`src/rtl/core/kdlp_pkg.sv`:
```
// Package for the key debounce and long-press unit.
// Holds widths, reset values, register indexes and shared types.
// No dependencies.
`default_nettype none

package kdlp_pkg;

   localparam int KEY_W      = 3;
   localparam int SETTLE_W   = 8;
   localparam int PRESS_W    = 16;
   localparam int CSR_IDX_W  = 8;
   localparam int CSR_DATA_W = 16;

   localparam logic [SETTLE_W-1:0] SETTLE_TICKS_RESET     = 8'd50;
   localparam logic [PRESS_W-1:0]  LONG_PRESS_TICKS_RESET = 16'd700;
   localparam logic [PRESS_W-1:0]  LONG_LIMIT_MAX         = 16'd65533;

   typedef enum logic [CSR_IDX_W-1:0] {
      CSR_SETTLE_TICKS     = 8'd0,
      CSR_LONG_PRESS_TICKS = 8'd1
   } csr_index_type;

   typedef struct packed {
      logic [SETTLE_W-1:0] settle_ticks;
      logic [PRESS_W-1:0]  long_press_ticks;
   } cfg_type;

endpackage

`default_nettype wire

```
`src/rtl/core/kdlp_if.sv`:
```
// Channel interfaces for the key debounce and long-press unit.
// Request, response and register write channels; depends on kdlp_pkg.
`default_nettype none

interface kdlp_req_if;
   logic                      valid;
   logic                      ready;
   logic [kdlp_pkg::KEY_W-1:0] pin_levels;
   modport source (output valid, output pin_levels, input ready);
   modport sink   (input valid, input pin_levels, output ready);
endinterface

interface kdlp_rsp_if;
   logic                      valid;
   logic                      ready;
   logic [kdlp_pkg::KEY_W-1:0] event_keys;
   logic                      is_long;
   modport source (output valid, output event_keys, output is_long, input ready);
   modport sink   (input valid, input event_keys, input is_long, output ready);
endinterface

interface kdlp_csr_if;
   logic                           valid;
   logic                           ready;
   logic [kdlp_pkg::CSR_IDX_W-1:0]  index;
   logic [kdlp_pkg::CSR_DATA_W-1:0] data;
   modport source (output valid, output index, output data, input ready);
   modport sink   (input valid, input index, input data, output ready);
endinterface

`default_nettype wire

```
`src/rtl/core/kdlp_csr.sv`:
```
// Configuration registers of the key debounce and long-press unit.
// Decodes register writes; depends on kdlp_pkg.
`default_nettype none

module kdlp_csr (
   input  wire                            clock,
   input  wire                            reset,
   input  wire                            wr_valid,
   output logic                           wr_ready,
   input  wire [kdlp_pkg::CSR_IDX_W-1:0]  wr_index,
   input  wire [kdlp_pkg::CSR_DATA_W-1:0] wr_data,
   output kdlp_pkg::cfg_type              cfg
);

   kdlp_pkg::cfg_type cfg_ff;
   kdlp_pkg::cfg_type cfg_in;

   assign wr_ready = 1'b1;
   assign cfg      = cfg_ff;

   always_comb begin
      cfg_in = cfg_ff;
      if (wr_valid) begin
         unique case (wr_index)
            kdlp_pkg::CSR_SETTLE_TICKS: begin
               cfg_in.settle_ticks = wr_data[kdlp_pkg::SETTLE_W-1:0];
            end
            kdlp_pkg::CSR_LONG_PRESS_TICKS: begin
               cfg_in.long_press_ticks = wr_data[kdlp_pkg::PRESS_W-1:0];
            end
            default: begin
               cfg_in = cfg_ff;
            end
         endcase
      end
   end

   always_ff @(posedge clock) begin
      if (reset) begin
         cfg_ff.settle_ticks     <= kdlp_pkg::SETTLE_TICKS_RESET;
         cfg_ff.long_press_ticks <= kdlp_pkg::LONG_PRESS_TICKS_RESET;
      end else begin
         cfg_ff <= cfg_in;
      end
   end

endmodule

`default_nettype wire

```
`src/rtl/core/kdlp_core.sv`:
```
// Sample register, debounce and long-press update, and result register.
// Depends on kdlp_pkg.
`default_nettype none

module kdlp_core (
   input  wire                         clock,
   input  wire                         reset,
   input  kdlp_pkg::cfg_type           cfg,
   input  wire                         in_valid,
   output logic                        in_ready,
   input  wire [kdlp_pkg::KEY_W-1:0]   in_pins,
   output logic                        out_valid,
   input  wire                         out_ready,
   output logic [kdlp_pkg::KEY_W-1:0]  out_keys,
   output logic                        out_long
);

   logic                              s1_valid_ff, s1_valid_in;
   logic [kdlp_pkg::KEY_W-1:0]        s1_pins_ff;
   logic                              out_valid_ff, out_valid_in;
   logic [kdlp_pkg::KEY_W-1:0]        out_keys_ff, out_keys_in;
   logic                              out_long_ff, out_long_in;
   logic [kdlp_pkg::KEY_W-1:0]        held_ff, held_in;
   logic [kdlp_pkg::SETTLE_W-1:0]     settle_ff, settle_in;
   logic [kdlp_pkg::PRESS_W-1:0]      press_ff, press_in;

   logic                              advance;
   logic [kdlp_pkg::KEY_W-1:0]        keys;
   logic [kdlp_pkg::PRESS_W-1:0]      limit;
   logic [kdlp_pkg::KEY_W-1:0]        ev_keys;
   logic                              ev_long;

   assign advance   = s1_valid_ff && (!out_valid_ff || out_ready);
   assign in_ready  = !s1_valid_ff || advance;
   assign out_valid = out_valid_ff;
   assign out_keys  = out_keys_ff;
   assign out_long  = out_long_ff;

   always_comb begin
      keys    = ~s1_pins_ff;
      limit   = (cfg.long_press_ticks > kdlp_pkg::LONG_LIMIT_MAX) ?
                kdlp_pkg::LONG_LIMIT_MAX : cfg.long_press_ticks;
      held_in   = held_ff;
      settle_in = settle_ff;
      press_in  = press_ff;
      ev_keys   = '0;
      ev_long   = 1'b0;
      if (keys == '0) begin
         held_in = '0;
      end else if (keys != held_ff) begin
         held_in   = keys;
         settle_in = cfg.settle_ticks;
         press_in  = '0;
      end else if (settle_ff != '0) begin
         settle_in = settle_ff - 1'b1;
      end else if (press_ff == '0) begin
         press_in = kdlp_pkg::PRESS_W'(1);
         ev_keys  = keys;
      end else if (press_ff > limit) begin
         if (press_ff == limit + 1'b1) begin
            press_in = press_ff + 1'b1;
            ev_keys  = keys;
            ev_long  = 1'b1;
         end
      end else begin
         press_in = press_ff + 1'b1;
      end
   end

   always_comb begin
      s1_valid_in  = s1_valid_ff;
      out_valid_in = out_valid_ff;
      out_keys_in  = out_keys_ff;
      out_long_in  = out_long_ff;
      if (out_valid_ff && out_ready) begin
         out_valid_in = 1'b0;
      end
      if (advance) begin
         out_valid_in = 1'b1;
         out_keys_in  = ev_keys;
         out_long_in  = ev_long;
         s1_valid_in  = 1'b0;
      end
      if (in_valid && in_ready) begin
         s1_valid_in = 1'b1;
      end
   end

   always_ff @(posedge clock) begin
      if (reset) begin
         s1_valid_ff  <= 1'b0;
         out_valid_ff <= 1'b0;
         held_ff      <= '0;
         settle_ff    <= '0;
         press_ff     <= '0;
      end else begin
         s1_valid_ff  <= s1_valid_in;
         out_valid_ff <= out_valid_in;
         if (advance) begin
            held_ff   <= held_in;
            settle_ff <= settle_in;
            press_ff  <= press_in;
         end
      end
   end

   always_ff @(posedge clock) begin
      if (in_valid && in_ready) begin
         s1_pins_ff <= in_pins;
      end
      out_keys_ff <= out_keys_in;
      out_long_ff <= out_long_in;
   end

endmodule

`default_nettype wire

```
`src/rtl/core/key_debounce_long_press_unit.sv`:
```
// Top level of the key debounce and long-press unit.
// Depends on kdlp_pkg, kdlp_if, kdlp_csr and kdlp_core.
//
// Each request transfer is one sample tick of three active-low key pins and
// yields exactly one response: the pressed-key mask of a press or long-press
// event, or zero when the tick raises no event. One tick is taken per clock
// cycle unless the response stalls; a sample is registered on transfer and
// its response is registered once the result register is free. Registers
// settle_ticks (index 0) and long_press_ticks (index 1, saturated to 65533)
// are written through the csr channel, which is always ready; write them
// only while no response is pending.
`default_nettype none

module key_debounce_long_press_unit (
   input  wire         clock,
   input  wire         reset,
   kdlp_req_if.sink    req,
   kdlp_rsp_if.source  rsp,
   kdlp_csr_if.sink    csr
);

   kdlp_pkg::cfg_type cfg;

   kdlp_csr u_csr (
      .clock    (clock),
      .reset    (reset),
      .wr_valid (csr.valid),
      .wr_ready (csr.ready),
      .wr_index (csr.index),
      .wr_data  (csr.data),
      .cfg      (cfg)
   );

   kdlp_core u_core (
      .clock     (clock),
      .reset     (reset),
      .cfg       (cfg),
      .in_valid  (req.valid),
      .in_ready  (req.ready),
      .in_pins   (req.pin_levels),
      .out_valid (rsp.valid),
      .out_ready (rsp.ready),
      .out_keys  (rsp.event_keys),
      .out_long  (rsp.is_long)
   );

endmodule

`default_nettype wire

```
`src/flat_wrapper.sv`:
```
// flat-port wrapper written by rule: the top's interface ports become plain ports
module key_debounce_long_press_unit_flat 
  (clock, reset, req_valid, req_pin_levels, req_ready, rsp_valid, rsp_event_keys, rsp_is_long, rsp_ready, csr_valid, csr_index, csr_data, csr_ready);
  kdlp_req_if req_i ();
  kdlp_rsp_if rsp_i ();
  kdlp_csr_if csr_i ();
  input  wire clock;
  input  wire reset;
  input wire logic [$bits(req_i.valid)-1:0] req_valid;
  input wire logic [$bits(req_i.pin_levels)-1:0] req_pin_levels;
  output wire logic [$bits(req_i.ready)-1:0] req_ready;
  output wire logic [$bits(rsp_i.valid)-1:0] rsp_valid;
  output wire logic [$bits(rsp_i.event_keys)-1:0] rsp_event_keys;
  output wire logic [$bits(rsp_i.is_long)-1:0] rsp_is_long;
  input wire logic [$bits(rsp_i.ready)-1:0] rsp_ready;
  input wire logic [$bits(csr_i.valid)-1:0] csr_valid;
  input wire logic [$bits(csr_i.index)-1:0] csr_index;
  input wire logic [$bits(csr_i.data)-1:0] csr_data;
  output wire logic [$bits(csr_i.ready)-1:0] csr_ready;
  assign req_i.valid = req_valid;
  assign req_i.pin_levels = req_pin_levels;
  assign req_ready = req_i.ready;
  assign rsp_valid = rsp_i.valid;
  assign rsp_event_keys = rsp_i.event_keys;
  assign rsp_is_long = rsp_i.is_long;
  assign rsp_i.ready = rsp_ready;
  assign csr_i.valid = csr_valid;
  assign csr_i.index = csr_index;
  assign csr_i.data = csr_data;
  assign csr_ready = csr_i.ready;
  key_debounce_long_press_unit u_core (.clock(clock), .reset(reset), .req(req_i), .rsp(rsp_i), .csr(csr_i));
endmodule
```
`config.mk`:
```
export PLATFORM = sky130hd
export DESIGN_NAME = key_debounce_long_press_unit_flat
export DESIGN_NICKNAME = d
export VERILOG_FILES = /design/src/rtl/core/kdlp_pkg.sv /design/src/rtl/core/kdlp_if.sv /design/src/rtl/core/kdlp_csr.sv /design/src/rtl/core/kdlp_core.sv /design/src/rtl/core/key_debounce_long_press_unit.sv /design/src/flat_wrapper.sv
export SDC_FILE = /design/constraint.sdc
export NUM_CORES = 1
export LEC_CHECK = 0
export BUFFER_PORTS_ARGS = -buffer_cell sky130_fd_sc_hd__buf_2
export CORE_MARGIN = 10
export CORE_UTILIZATION = 40
export DETAILED_ROUTE_END_ITERATION = 10
export PLACE_DENSITY = 0.63
export SYNTH_ARGS = -nofsm -noshare
export SYNTH_HDL_FRONTEND = slang
export SYNTH_SLANG_ARGS = --single-unit
export TNS_END_PERCENT = 10
```
`constraint.sdc`:
```
create_clock -name clock -period 4.8 [get_ports clock]
set_input_delay 0.48 -clock clock [delete_from_list [all_inputs] [get_ports clock]]
set_output_delay 0.48 -clock clock [all_outputs]
set_load 0.005 [all_outputs]
```
* Yosys cells after proc, flatten, opt, wreduce, memory -nomap -nowiden
Index checks and enable logic that the tools add are counted.
** Storage, ports and cells
- Register bits :: 60
- Bits of input ports :: 32
- Output and inout bits :: 7
- Logic and storage cells :: 63
** Cells by class
- Add/sub/neg operators :: 3
- Order comparisons :: 2
- Equal/unequal tests :: 5
- Muxes and demuxes :: 18
- Bitwise operators :: 3
- Reductions and logical operators :: 22
** Operator list (count)
- $mux 16 :: 6
- $add 16x1->16 const B :: 2
- $eq 16x16->1 :: 1
- $gt 16x16->1 :: 1
- $gt 16x16->1 const B :: 1
- $logic_not 16->1 :: 1
- $mux 8 :: 2
- $mux 3 :: 5
- $eq 8x1->1 const B :: 1
- $logic_not 8->1 :: 1
- $reduce_bool 2->1 :: 4
- $reduce_bool 8->1 :: 1
- $sub 8x1->8 const B :: 1
- $reduce_and 2->1 :: 3
- $mux 1 :: 5
- $reduce_or 5->1 :: 1
- $ne 4x3->1 const B :: 1
- $reduce_and 4->1 :: 1
- $logic_and 1x1->1 :: 3
- $logic_not 3->1 :: 1
- $ne 3x3->1 :: 1
- $not 3->3 :: 1
- $reduce_and 3->1 :: 1
- $reduce_or 3->1 :: 1
- other kinds (4) :: 7

* Logic depth before layout (Yosys ltp)
Gate-level depths: netlist (run 1).
- Depth in word-level cells :: 9
- Depth in mapped cells :: 13
- Mapped depth without buffers :: 11

* Hierarchy
From an unflattened synthesis (run 1), not the netlist that was laid out.
** Second synthesis, totals
- Cell total of the unflattened synthesis :: 496
- Area, all modules :: 3990.1 sq um
** Modules (own cells, without submodules)
- kdlp_core :: times used 1, cells an instance 383, area each 2959.1 sq um, seq. area each 790.8 sq um
- kdlp_csr :: times used 1, cells an instance 113, area each 1031.0 sq um, seq. area each 480.5 sq um

* Worst setup path after synthesis (run 1)
Ideal clock, no wire load.
- Path type :: register to register
- From :: register u_core.u_csr.cfg_ff, in the netlist u_core.u_csr.cfg[4]
- To :: register u_core.u_core.press_ff[15] (netlist bit)
- Setup time :: 74 ps
- Arrival time :: 3346 ps
- Setup slack :: 1380 ps
- Cell stages (with the launch flop) :: 9
- Period minus slack after synthesis :: 3420 ps
- Cells stage by stage :: dfxtp_1 nand4_4 or2_4 or4_1 a211o_1 or4_1 o41a_1 or4_1 a31oi_1
** Between the ends
- Word-level cells in the longest chain between the ends :: 7
- Elaborated cells between the ends (all ways) :: 11
- Classes of those cells :: add/sub: 1; order compare: 2; eq/ne: 2; mux: 5; reduce/logical: 1
** Ends and longest elaborated chain
- start: declaration :: line kdlp_csr.sv:15 : kdlp_pkg::cfg_type cfg_ff;
- start signal: assignment :: line kdlp_csr.sv:43 : cfg_ff <= cfg_in;
- $gt 16x16->1 :: line kdlp_core.sv:41 : limit = (cfg.long_press_ticks > kdlp_pkg::LONG_LIMIT_MAX) ?
- $mux 16 * :: line kdlp_core.sv:41
- parallel branches: the longest is 5 deep, another holds $add 16x1->16
- end signal: assignment :: line kdlp_core.sv:102 : press_ff <= press_in;
- end: declaration :: line kdlp_core.sv:25 : logic [kdlp_pkg::PRESS_W-1:0] press_ff, press_in;
Every way passes the cells marked *. The select of a mux whose other input is x is not followed.
A chain may end at the register's enable or synchronous reset.

* Final worst setup path (run 1)
- From :: register u_core.u_csr.cfg_ff, in the netlist u_core.u_csr.cfg[1]
- To :: register u_core.u_core.press_ff[10] (netlist bit)
Same word-level chain as after synthesis.

==> results of run 1 <==
## logic make-up (layout without fill, tap and decap cells)
| kind of cell | after synthesis | count (layout) | share of synthesized area [%] |
|---|---|---|---|
| XOR/XNOR | 18 | 18 | 4.00 |
| AO/OA/AOI/OAI | 97 | 97 | 18.1 |
| multiplexers | 32 | 32 | 8.16 |
| AND/OR/NAND/NOR | 205 | 205 | 26.6 |
| flip-flops | 60 | 60 | 32.3 |
| buffers and inverters | 51 | 83 | 5.05 |
| other | 1 | 1 | 0.0951 |
| adder cells (fa/ha/maj) | 18 | 18 | 5.71 |
## layout make-up
cell class                      count  area, um2
Inverter                           26       97.6
Multi-Input combinational cell    371       2470
Timing Repair Buffer               41        215
Tap cell                          133        166
Fill cell                         988       5240
Sequential cell                    60       1270
Clock buffer                       12        155
Clock inverter                      4       72.6
## through the flow
step	hold slack [ns]	instance area [um2]	total power, mW	instances	utilization [%]
final	0.307	4450	1.14	647	45.9
after CTS	0.299	4450	1.15	647	45.9
after detailed placement	0.463	4220	0.631	631	43.6
after global placement	0.459	4220	0.628	631	43.6
after global routing	0.298	4450	1.19	647	45.9
after floorplan	0.441	3940	0.599	482	-
## sequential cells by signal, summed over array words and instances (netlist names)
name and flops:
u_core.u_core.held_ff 3, u_core.u_core.out_keys 3, u_core.u_core.out_long 1, u_core.u_core.out_valid 1, u_core.u_core.press_ff 16, u_core.u_core.s1_pins_ff 3, u_core.u_core.s1_valid_ff 1, u_core.u_core.settle_ff 8
u_core.u_csr.cfg 24
## cell usage in the layout, fill, tap and decap left out, types with 4 or more instances in the layout
master,count
a31oi_1,8
nor4_1,12
ha_1,18
clkbuf_8,11
nand4_1,7
o21ai_0,15
xor2_1,11
buf_4,4
or4_1,5
nor3_1,15
or3_1,7
mux2i_1,31
edfxtp_1,7
xnor2_1,7
nand2_1,45
o31ai_1,4
nand3_1,24
a21o_1,6
dfxtp_1,53
a21oi_1,11
o41ai_1,5
a22oi_1,5
o32ai_1,8
buf_2,37
nor4b_1,5
and3_1,9
or2_2,5
a211oi_1,7
nor2_1,50
nand2b_1,6
inv_1,25
## critical path, delay by kind of cell (launching register included)
family           cells  cell delay, ns
AO/OA/AOI/OAI        3            1.35
flip-flops           1            0.54
AND/OR/NAND/NOR      5            2.07
## power by group
part           internal, mW  switching (mW)
Clock                 0.320           0.197
Sequential            0.517         0.00860
Combinational        0.0349          0.0587
Total                 0.872           0.264
## routing by layer
layer | track usage (%) | up-vias
met4 | 5.42 | 0
met2 | 23.0 | 109
met5 | 0 | -
li1 | - | 1839
met3 | 3.21 | 16
met1 | 17.7 | 1729
## worst max path at each step
stage               slack, ns                    endpoint
floorplan                1.38  u_core.u_core.press_ff[15]
global placement         0.83  u_core.u_core.press_ff[10]
detailed placement       0.78  u_core.u_core.press_ff[10]
CTS                      0.77  u_core.u_core.press_ff[10]
global route             0.50  u_core.u_core.press_ff[10]
finish                   0.72  u_core.u_core.press_ff[10]
==> run summary, run 1 <==
After detailed routing, the met3 layer carries 491 um of wire. The maximum number of pins on one net before global-route repair is 38. The start of the worst register-to-register path is u_core.u_csr.cfg[1]. The remaining max-slew budget at the tightest pin came out at 34.0%. Compared with the post-synthesis result, the final layout area differs by 12.9%. The TritonCTS clock tree is built.

Summing over every cut layer, the via total after detailed routing is 3693. The per-cell routed wire length is 15.8 um. Synthesis produced 482 cells. The type of the worst setup path is reg -> reg. The reg2reg setup slack came out at 0.72 ns. The post-cts hold buffer count is 0. In this run the worst hold path is classified as in -> reg. The tree is rooted in a clkbuf_8. The count of routing violations after the opening detailed-route iteration came out at 222. The final critical path takes up 84.9% of the cycle. The library cell with the largest summed area after synthesis is dfxtp_1. In this run, CTS created clock tree buffers numbering 9. The signal on the critical path passes through nand2_1 > or2_4 > or4_1 > a211o_1 > or4_1 > o41a_1 > or2_1 > o41ai_1.

The Yosys step of the flow raised 0 warnings. The largest clock skew in the final design came out at 0.0103 ns. In the post-route analysis, the smallest setup slack over all paths is 0.725 ns.

In this run the biggest area consumer among cell types represents 26.9% of the synthesized area. The area of the die came out at 14200 um2. The met2 layer wire length in the routed design is 4.91 mm. Of the synthesized area, sequential elements account for 32.3%. The largest buffer count on any clock path came out at 2.

The routability-driven placement congestion ratio came out at 0.876. The cell type of the slowest stage on the worst timing path is o41a_1. The fmax came out at 245 MHz.

The latest clock arrival within the worst-skew pair came out at 0.34 ns. The number of max-cap violations is 0. The most used flip-flop cell after synthesis is dfxtp_1. The element type at the critical path end is a flip-flop. The overall die height came out at 119 um. The met1 layer wirelength in the final routing is 4.66 mm. The effective utilization at floorplan is 40.7%.

Setup violations remaining at the end of the flow were counted as 0. The row count came out at 36. The clock transition at the register clock pins on the worst setup and hold paths after CTS came out at 0.07 ns. The flow ran to the end, and the final reports show no timing, DRC or antenna violations. The HPWL after detailed placement came out at 7.70 mm. The maximum net fanout on the critical path is 18. The number of flops mapped to enable cells by yosys is 7. The number of hold violations in the final report came to 0. The DRC violations left is 0. The via count of the first global-routing pass is 3490. The power density relative to cell area came out at 255 nW/um2. The largest single stage delay on the critical path is 0.70 ns.

The start point of the worst min-delay path is req_pin_levels[1]. Setup total negative slack on the finished layout was measured at 0 ns. For hold timing, the worst endpoint is u_core.u_core.s1_pins_ff[1]. The count of buffers added by post-CTS timing repair for setup is 0.

Counting instances, the worst hold path has a depth of 1. The count of nets left with antenna violations after detail routing is 0. Data on the critical path arrives at its endpoint at 4.32 ns. The maximum VDD drop came out at 0.000160 V.

The number of nets in the synthesized netlist is 532. The leakage power of the design came out at 1.78 nW. Dividing the detail-routed via count by the number of cells gives 5.71. The total number of H-tree levels came out at 3. The post-synthesis instance area is 3940 um2. The number of nets in the finished design came out at 559.

The required time reported for the critical path endpoint is 5.04 ns. The kind of start point of the critical path is a flip-flop. For this run the aggregate overflow at the end of global routing stands at 0. Counting flops and latches in the post-synthesis netlist gives 60. By area the synthesized netlist is led by dfxtp_1 27%, mux2i_1 7.9%, ha_1 5.7%, edfxtp_1 5.3%, nor2_1 4.8%. For this design, the sink count on the clock tree is 60. The total wirelength of the detailed-routed design is 10.3 mm. The horizontal die dimension came out at 119 um. The initial antenna violation count is 0. The number of input and output port buffers inserted is 37.

The cell that appears most often on the critical path is or4_1. For the pin with the worst max-slew slack, the measured transition is 0.987 ns. The wire length of the first global-routing pass came out at 16.9 mm. The I/O pin total is 39. Counting instances in the post-synthesis netlist gives the leading cell types as 53 x dfxtp_1, 50 x nor2_1, 45 x nand2_1.

The top layer used by detailed routing is met4. The most frequent cell after synthesis is dfxtp_1. Setup repair after global routing left no endpoint under its margin. The clock period minus worst slack is 4.08 ns.

Across every metal layer, demand over resource in global routing totals 14.1%. Counting flops with an async set or reset pin after synthesis yields a share of 0%. Cells with a size suffix above 1 make up 12.8% of the layout.

In this run the standard cell core region covers 9680 um2. The per-instance average area after synthesis is 8.18 um2. The iteration count of the initial detailed-routing pass is 5. The repair_antennas step left the layout with diodes totalling 0.

The reg-to-reg endpoint is u_core.u_core.press_ff[10]. The number of library cell types mapped by synthesis is 60. The most critical setup path has its startpoint at u_core.u_csr.cfg[1]. After clock tree synthesis, the repair step resized 0 gates.

The final-report max-slew violation count came out at 0. The worst slack after detailed placement came out at 0.780 ns. The number of cells on the worst reg-to-reg path is 8.
Power figures use the tool's default switching activity.
==> run 2: changes to the inputs <==
--- a/config.mk
+++ b/config.mk
@@ -5,11 +5,12 @@
 export SDC_FILE = /design/constraint.sdc
 export NUM_CORES = 1
 export LEC_CHECK = 0
+export ABC_AREA = 1
 export BUFFER_PORTS_ARGS = -buffer_cell sky130_fd_sc_hd__buf_2
 export CORE_MARGIN = 10
 export CORE_UTILIZATION = 40
 export DETAILED_ROUTE_END_ITERATION = 10
-export PLACE_DENSITY = 0.63
+export PLACE_DENSITY = 0.65
 export SYNTH_ARGS = -nofsm -noshare
 export SYNTH_HDL_FRONTEND = slang
 export SYNTH_SLANG_ARGS = --single-unit
==> constraint.sdc (replaced) <==
create_clock -name clock -period 3.7 [get_ports clock]
set_input_delay 0.37 -clock clock [delete_from_list [all_inputs] [get_ports clock]]
set_output_delay 0.37 -clock clock [all_outputs]
set_load 0.005 [all_outputs]
==> run summary, run 2 <==
The latest clock arrival within the worst-skew pair came out at 0.35 ns. Among all flip-flop cells after synthesis, the most frequent one is dfxtp_1. The register with the most flip-flops in the layout has 24 of them.

Setup repair after global routing left no endpoint under its margin. The cell sitting at the root of the clock tree is a clkbuf_8. Leaving out fill and tap cells, the most frequent cell in the layout is nand2_1. After synthesis, the cell types taking the most area are dfxtp_1 27%, nand2_1 13%, nand3_1 7.2%, nor2_1 6.8%, inv_1 6.6%. The number of input and output port buffers inserted came out at 37. The overall routing resource usage came out at 14.2%. After layout, the worst path uses 72.4% of the clock period. The Yosys step of the flow raised 0 warnings. The I/O pin total came out at 39. Summing the sequential cell areas from Yosys gives 32.6% of the chip area. The class of the tightest hold or removal check is in -> reg. The number of hold violations in the final report came out at 0. The per-instance average area after synthesis is 6.62 um2. The worst-case IR drop observed on VDD is 0.000287 V. The final core utilization is 46.3%. The post-cts hold buffer count came out at 0. The clock transition at the register clock pins on the worst setup and hold paths after CTS came out at 0.08 ns. Traced cell by cell, the critical path runs through nand2_1 > nor2_1 > nand2_1 > nor2_1 > nor2_2 > inv_1 > ha_1 > nand4_1 > nand3_1 > nand2_1 > nand2_1 > o21ai_0 > nor3_1 > nand2_4 > nand3_1 > nand2_1 > nor2_1. The iteration count of the initial detailed-routing pass came out at 4.

The post-synthesis instance area came out at 3900 um2. The count of buffers added by post-CTS timing repair for setup is 0. The commonest cells after synthesis are 132 x nand2_1, 71 x nor2_1, 68 x inv_1. The fmax is 373 MHz.

Counting flops with a built-in enable in the synthesized netlist gives 7. The final layout contains routed wiring with a total length of 9.92 mm. The worst setup path is launched from a flip-flop. The family with the most delay on the worst path is simple AND/OR/NAND/NOR gates. The effective utilization at floorplan came out at 41.6%. The final total power came out at 1.55 mW. The area overhead of the layout relative to synthesis is 11.4%. dfxtp_1 takes more of the synthesized area than any other cell. The leakage power of the design came out at 1.96 nW. The total of flip-flops plus latches after synthesis is 60. The largest clock skew in the final design is 0.00978 ns. The number of vias per cell after detailed routing is 5.08.

The worst setup path is captured at a flip-flop. The power density relative to cell area is 356 nW/um2. The initial antenna violation count is 0. The longest individual stage delay on the worst path is 0.38 ns. The signal arrival time at the worst endpoint came out at 2.96 ns.

The number of library cell types mapped by synthesis is 42. The synthesized netlist cell count is 589. The multi-input gate area in the final layout came out at 2250 um2. The most numerous cell type found on the critical path is nand2_1.

The count of nets left with antenna violations once routing finished came out at 0. Subtracting the final worst setup slack from the clock period gives 2.68 ns. The wire length of the first global-routing pass came out at 16.8 mm.

The total number of vias came out at 3832. The maximum net fanout on the critical path came out at 32. The final-report max-slew violation count came to 0. The via count of the first global-routing pass came out at 3686. The horizontal die dimension is 119 um. The largest buffer count on any clock path came out at 2. The slowest stage of the critical path belongs to the cell dfxtp_1. The number of buffers created by CTS came out at 9. The number of fill cells is 983.

The remaining max-slew budget at the tightest pin is 46.0%. The number of nets produced by synthesis came out at 639. The tool flagged a number of max-cap violations equal to 0. At the pin with the least slew margin, the transition time is 0.803 ns.

The async set-or-reset flop fraction in the synthesized netlist came out at 0%. Cells with a size suffix above 1 make up 11.5% of the layout. The finished cells cover 4340 um2.

The placed instances occupy a cell area of 4160 um2. The TritonCTS clock tree is built. The total overflow left after global routing is 0. The most frequent cell after synthesis is nand2_1.

The H-tree was split into 3 levels. The run finished with clean final reports. The per-cell routed wire length is 13.2 um. The maximum number of pins on one net before global-route repair is 33. In this run the standard cell core region covers 9370 um2. The number of antenna diodes in the final layout is 0. The share of Yosys cell area claimed by the top area cell type is 27.2%.

The HPWL after detailed placement came out at 7.83 mm. In this run, placement finished with an instance count of 738. Routability-driven placement finished with a final weighted congestion of 0.941. Gates resized during post-CTS repair numbered 0. The required time reported for the critical path endpoint came out at 3.98 ns. The row count is 35. The overall die height is 119 um. The area of the die is 14100 um2. The top cell types in the final layout, fill and taps aside, are 132 x nand2_1, 70 x nor2_1, 68 x inv_1.

The final-report setup violation count is 0. After detailed routing, the number of remaining DRC violations is 0. The type of the worst setup path is reg -> reg. The total clock sinks is 60. In this run, the number of DRC markers left after iteration 0 of detailed routing was 247. The number of nets in the finished design is 670. The sequential cell area in the final layout is 1270 um2. The sum of negative setup slack came out at 0 ns. Excluding fillers, the count of instances in the completed layout stands at 754.

The number of buffers and inverters on the critical path is 1.
-- run 2: cell types whose count changed in the layout (fill, tap and decap cells not counted), moves of 9 or more --
cell     previous run  this run
a21oi_1            11        46
inv_1              25        68
mux2i_1            31         0
nand2_1            45       132
nand3_1            24        56
nor2_1             50        70
nor4_1             12         3
o21ai_0            15        38
-- run 2: power breakdown --
part | internal (mW) | switching (mW) | total [mW]
logic | 0.104 | 0.164 | 0.268
clock network | 0.266 | 0.287 | 0.552
registers | 0.688 | 0.0392 | 0.727
-- run 2: final timing paths --
kind	from	endpoint	slack (ns)	cells after the start
min	req_pin_levels[2]	u_core.u_core.s1_pins_ff[2]	0.19	1
min reg2reg	u_core.u_csr.cfg[18]	u_core.u_csr.cfg[18]	0.45	2
max reg2reg	u_core.u_csr.cfg[1]	u_core.u_core.press_ff[15]	1.02	17
max	u_core.u_csr.cfg[1]	u_core.u_core.press_ff[15]	1.02	17
-- run 2: final cells by class --
type	instances	share of cell area (%)
flip-flops and latches	60	29.3
clock inverters	6	1.10
inverters	71	6.14
repair buffers	40	4.79
well taps	129	3.72
multi-input cells	438	51.8
clock buffers	10	3.17
-- run 2: per-stage QoR --
stage | setup WS [ns] | hold WS (ns)
3_3_place_gp | 1.10 | 0.455
5_1_grt | 0.652 | 0.167
6_report | 1.02 | 0.188
3_5_place_dp | 1.05 | 0.443
4_1_cts | 1.04 | 0.177
2_1_floorplan | 1.48 | 0.425
-- run 2: kinds of logic (layout without fill, tap and decap cells) --
group	Yosys count	after routing	synth area share, %
and+or+nand+nor	302	302	34.3
AOI/OAI and AO/OA	104	104	14.5
buffers and inverters	91	127	9.73
DFF	60	60	32.6
adders and majority gates	18	18	5.78
xor gates and xnor gates	13	13	2.92
other	1	1	0.0962
-- run 2: metal layers --
layer | up-vias | part of all wire [%] | global-route usage [%]
met5 | - | 0 | 0
met4 | 0 | 1.6 | 4.05
met3 | 17 | 4.1 | 3.76
met2 | 74 | 49 | 24.1
met1 | 1739 | 46 | 17.1
li1 | 2002 | - | -
==> run 3: changes to the inputs <==
--- a/config.mk
+++ b/config.mk
@@ -10,7 +10,7 @@
 export CORE_MARGIN = 10
 export CORE_UTILIZATION = 40
 export DETAILED_ROUTE_END_ITERATION = 10
-export PLACE_DENSITY = 0.65
+export PLACE_DENSITY = 0.63
 export SYNTH_ARGS = -nofsm -noshare
 export SYNTH_HDL_FRONTEND = slang
 export SYNTH_SLANG_ARGS = --single-unit
==> constraint.sdc (replaced) <==
create_clock -name clock -period 2.6 [get_ports clock]
set_input_delay 0.26 -clock clock [delete_from_list [all_inputs] [get_ports clock]]
set_output_delay 0.26 -clock clock [all_outputs]
set_load 0.005 [all_outputs]
==> run summary, run 3 (synthesis results as in run 2) <==
The worst path setup slack after routing came out at 0.216 ns. In this run the power spent charging and discharging nets is 0.725 mW. The cell area after layout came out at 4590 um2. Input and output buffers added on the ports amount to 37.

The initial antenna violation count is 0. The tree is rooted in a clkbuf_8. The most critical setup path has its startpoint at u_core.u_csr.cfg[2]. The required time reported for the critical path endpoint came out at 2.84 ns.

CTS saw 60 sinks. The total wirelength of the detailed-routed design came out at 10.7 mm. The start of the worst register-to-register path is u_core.u_csr.cfg[2]. The flip-flop count of the largest register, all copies and words added came out at 24. The clock transition at the register clock pins on the worst setup and hold paths after CTS came out at 0.08 ns. The number of hold violations in the final report came to 0. The most common cell after layout, fill and taps aside is nand2_1. The per-cell routed wire length came out at 13.8 um. The largest buffer count on any clock path is 2. The total number of H-tree levels came out at 3. The antenna diode count came out at 0. The count of non-filler cells in the finished layout came out at 776. The first global-routing pass estimated 17.9 mm of wire. Fill cells in the final layout number 995.

The critical path is of the reg -> reg type. In this run the worst path has a maximum fanout of 16. The number of vias per cell after detailed routing came out at 5.13. The HPWL after detailed placement is 8.36 mm. The end point of the critical path is u_core.u_core.press_ff[12]. Setup violations remaining at the end of the flow were counted as 0. The clock period could shrink to 2.38 ns. After floorplanning, the core was sized to cover 9370 um2.

The total number of vias is 3983. The area of the die is 14100 um2. The count of nets left with antenna violations after detail routing is 0. After layout, the worst path uses 91.7% of the clock period.

The area overhead of the layout relative to synthesis came out at 17.7%. The reg-to-reg endpoint is u_core.u_core.press_ff[12]. The run finished with clean final reports. The row count came out at 35.

The iteration count of the initial detailed-routing pass is 5. The I/O pin total is 39. STA classifies the critical path startpoint as a flip-flop. The power density relative to cell area is 487 nW/um2. The count of routing violations after the opening detailed-route iteration came out at 278. The overall routing resource usage is 15.1%. The total global routing overflow came out at 0.

The leakage power of the design came out at 2.08 nW. The routability-driven placement congestion ratio came out at 0.909. The internal power component is 1.51 mW. From bottom edge to top edge, the die measures 119 um. The reg2reg setup slack came out at 0.22 ns.

After the last flow step, the layout net total stands at 692. Combinational cells account for 20.2% of the total power. The switching part of the total power is 32.5%. The sum of negative setup slack is 0 ns. STA classifies the critical path endpoint as a flip-flop.

The latest clock arrival within the worst-skew pair came out at 0.34 ns. Across the run, the number of max-cap violations was 0. In this run the most critical hold path is launched from req_pin_levels[2]. The fmax came out at 419 MHz. Measured in cells, the most critical reg-to-reg path has a length of 18. The DRC violations left is 0. Across the VDD grid, the largest voltage drop is 0.000377 V. The maximum number of pins on one net before global-route repair is 33. The area after detailed placement is 4280 um2. The via count of the first global-routing pass was 3822. The number of cells in the design after placement came out at 755. Buffers inserted to repair hold after CTS numbered 0. The part of the total power dissipated in the clock network is 34.1%. The horizontal die dimension came out at 119 um.

The tightest min-delay check is of the in -> reg type. The effective utilization at floorplan is 41.6%. The largest clock skew in the final design came out at 0.0102 ns. Timing analysis after detailed placement gives a worst setup slack of -0.0887 ns. The register share of total power came out at 45.7%.

TritonCTS created 9 clock buffers. Once layout is complete, the utilization of the core stands at 48.9%. The share of layout cells above drive strength 1 is 17.5%. The signal arrival time at the worst endpoint came out at 2.62 ns. The final-report max-slew violation count is 0. The TritonCTS clock tree is built.

The library cells used most frequently in the layout, excluding fill and tap cells, are 130 x nand2_1, 67 x inv_1, 66 x nor2_1.
-- run 3: changes by cell type in the layout (fill, tap and decap cells not counted), sizes merged --
| cell | before | now |
|---|---|---|
| clkbuf | 10 | 9 |
| clkinv | 3 | 4 |
| clkinvlp | 2 | 3 |
| inv | 72 | 71 |
| nand2 | 137 | 138 |
| buf | 40 | 61 |
-- run 3: power by group through the flow --
stage	clock [mW]	combinational [mW]	sequential [mW]
after floorplan	0	0.296	1.04
after global placement	0	0.413	1.04
after detailed placement	0	0.425	1.04
after CTS	0.788	0.434	1.02
after global routing	0.835	0.516	1.02
final	0.762	0.451	1.02
-- run 3: worst max-delay path, cell delays in order, from the launching register on --
cell and delay, ns:
dfxtp_1 0.37, nand2_2 0.10, nor2_1 0.12, nand2_1 0.09
nor2_4 0.17, nor2_4 0.08, buf_4 0.13, nand4_1 0.14
nand2_1 0.08, nand2_1 0.07, nand2_1 0.06, nor2_1 0.10
nand3_1 0.07, nor2_1 0.17, nand2_4 0.14, nand2_8 0.15
nand3_1 0.09, nand2_1 0.08, nor2_1 0.04
-- run 3: layout make-up --
class	count	area, um2	area share [%]
multi-input combinational	439	2330	50.9
clock inverter	7	52.6	1.15
tap	129	161	3.52
timing repair buffer	61	369	8.05
sequential	60	1280	27.9
clock buffer	9	124	2.70
inverter	71	267	5.81
-- run 3: routing by layer --
layer	part of all wire, %	global-route usage (%)	up-vias
met3	3.6	2.71	22
met5	0	0	-
li1	-	-	2043
met1	45	17.9	1826
met4	2.4	6.18	0
met2	49	26.0	92
-- run 3: worst min-delay path by stage --
stage | to | slack, ns | depth (start not counted)
global route | u_core.u_core.s1_pins_ff[2] | 0.07 | 1
detailed placement | u_core.u_core.s1_pins_ff[2] | 0.44 | 1
floorplan | u_core.u_core.out_valid | 0.33 | 1
finish | u_core.u_core.s1_pins_ff[2] | 0.09 | 1
CTS | u_core.u_core.s1_pins_ff[2] | 0.07 | 1
global placement | u_core.u_core.s1_pins_ff[0] | 0.44 | 1
-- run 3: timing repair --
item | CTS | global route
resized for setup | 3 | 25
endpoints found under the hold margin | 0 | 0
pin swaps | 2 | 2
setup endpoints to repair | 16 | 20
gates cloned | 1 | 0
setup buffers | 1 | 3
-- run 3: stage by stage --
step | total power, mW | hold slack, ns
after global placement | 1.45 | 0.437
after CTS | 2.24 | 0.0680
after floorplan | 1.33 | 0.329
after global routing | 2.38 | 0.0702
after detailed placement | 1.46 | 0.439
final | 2.23 | 0.0914
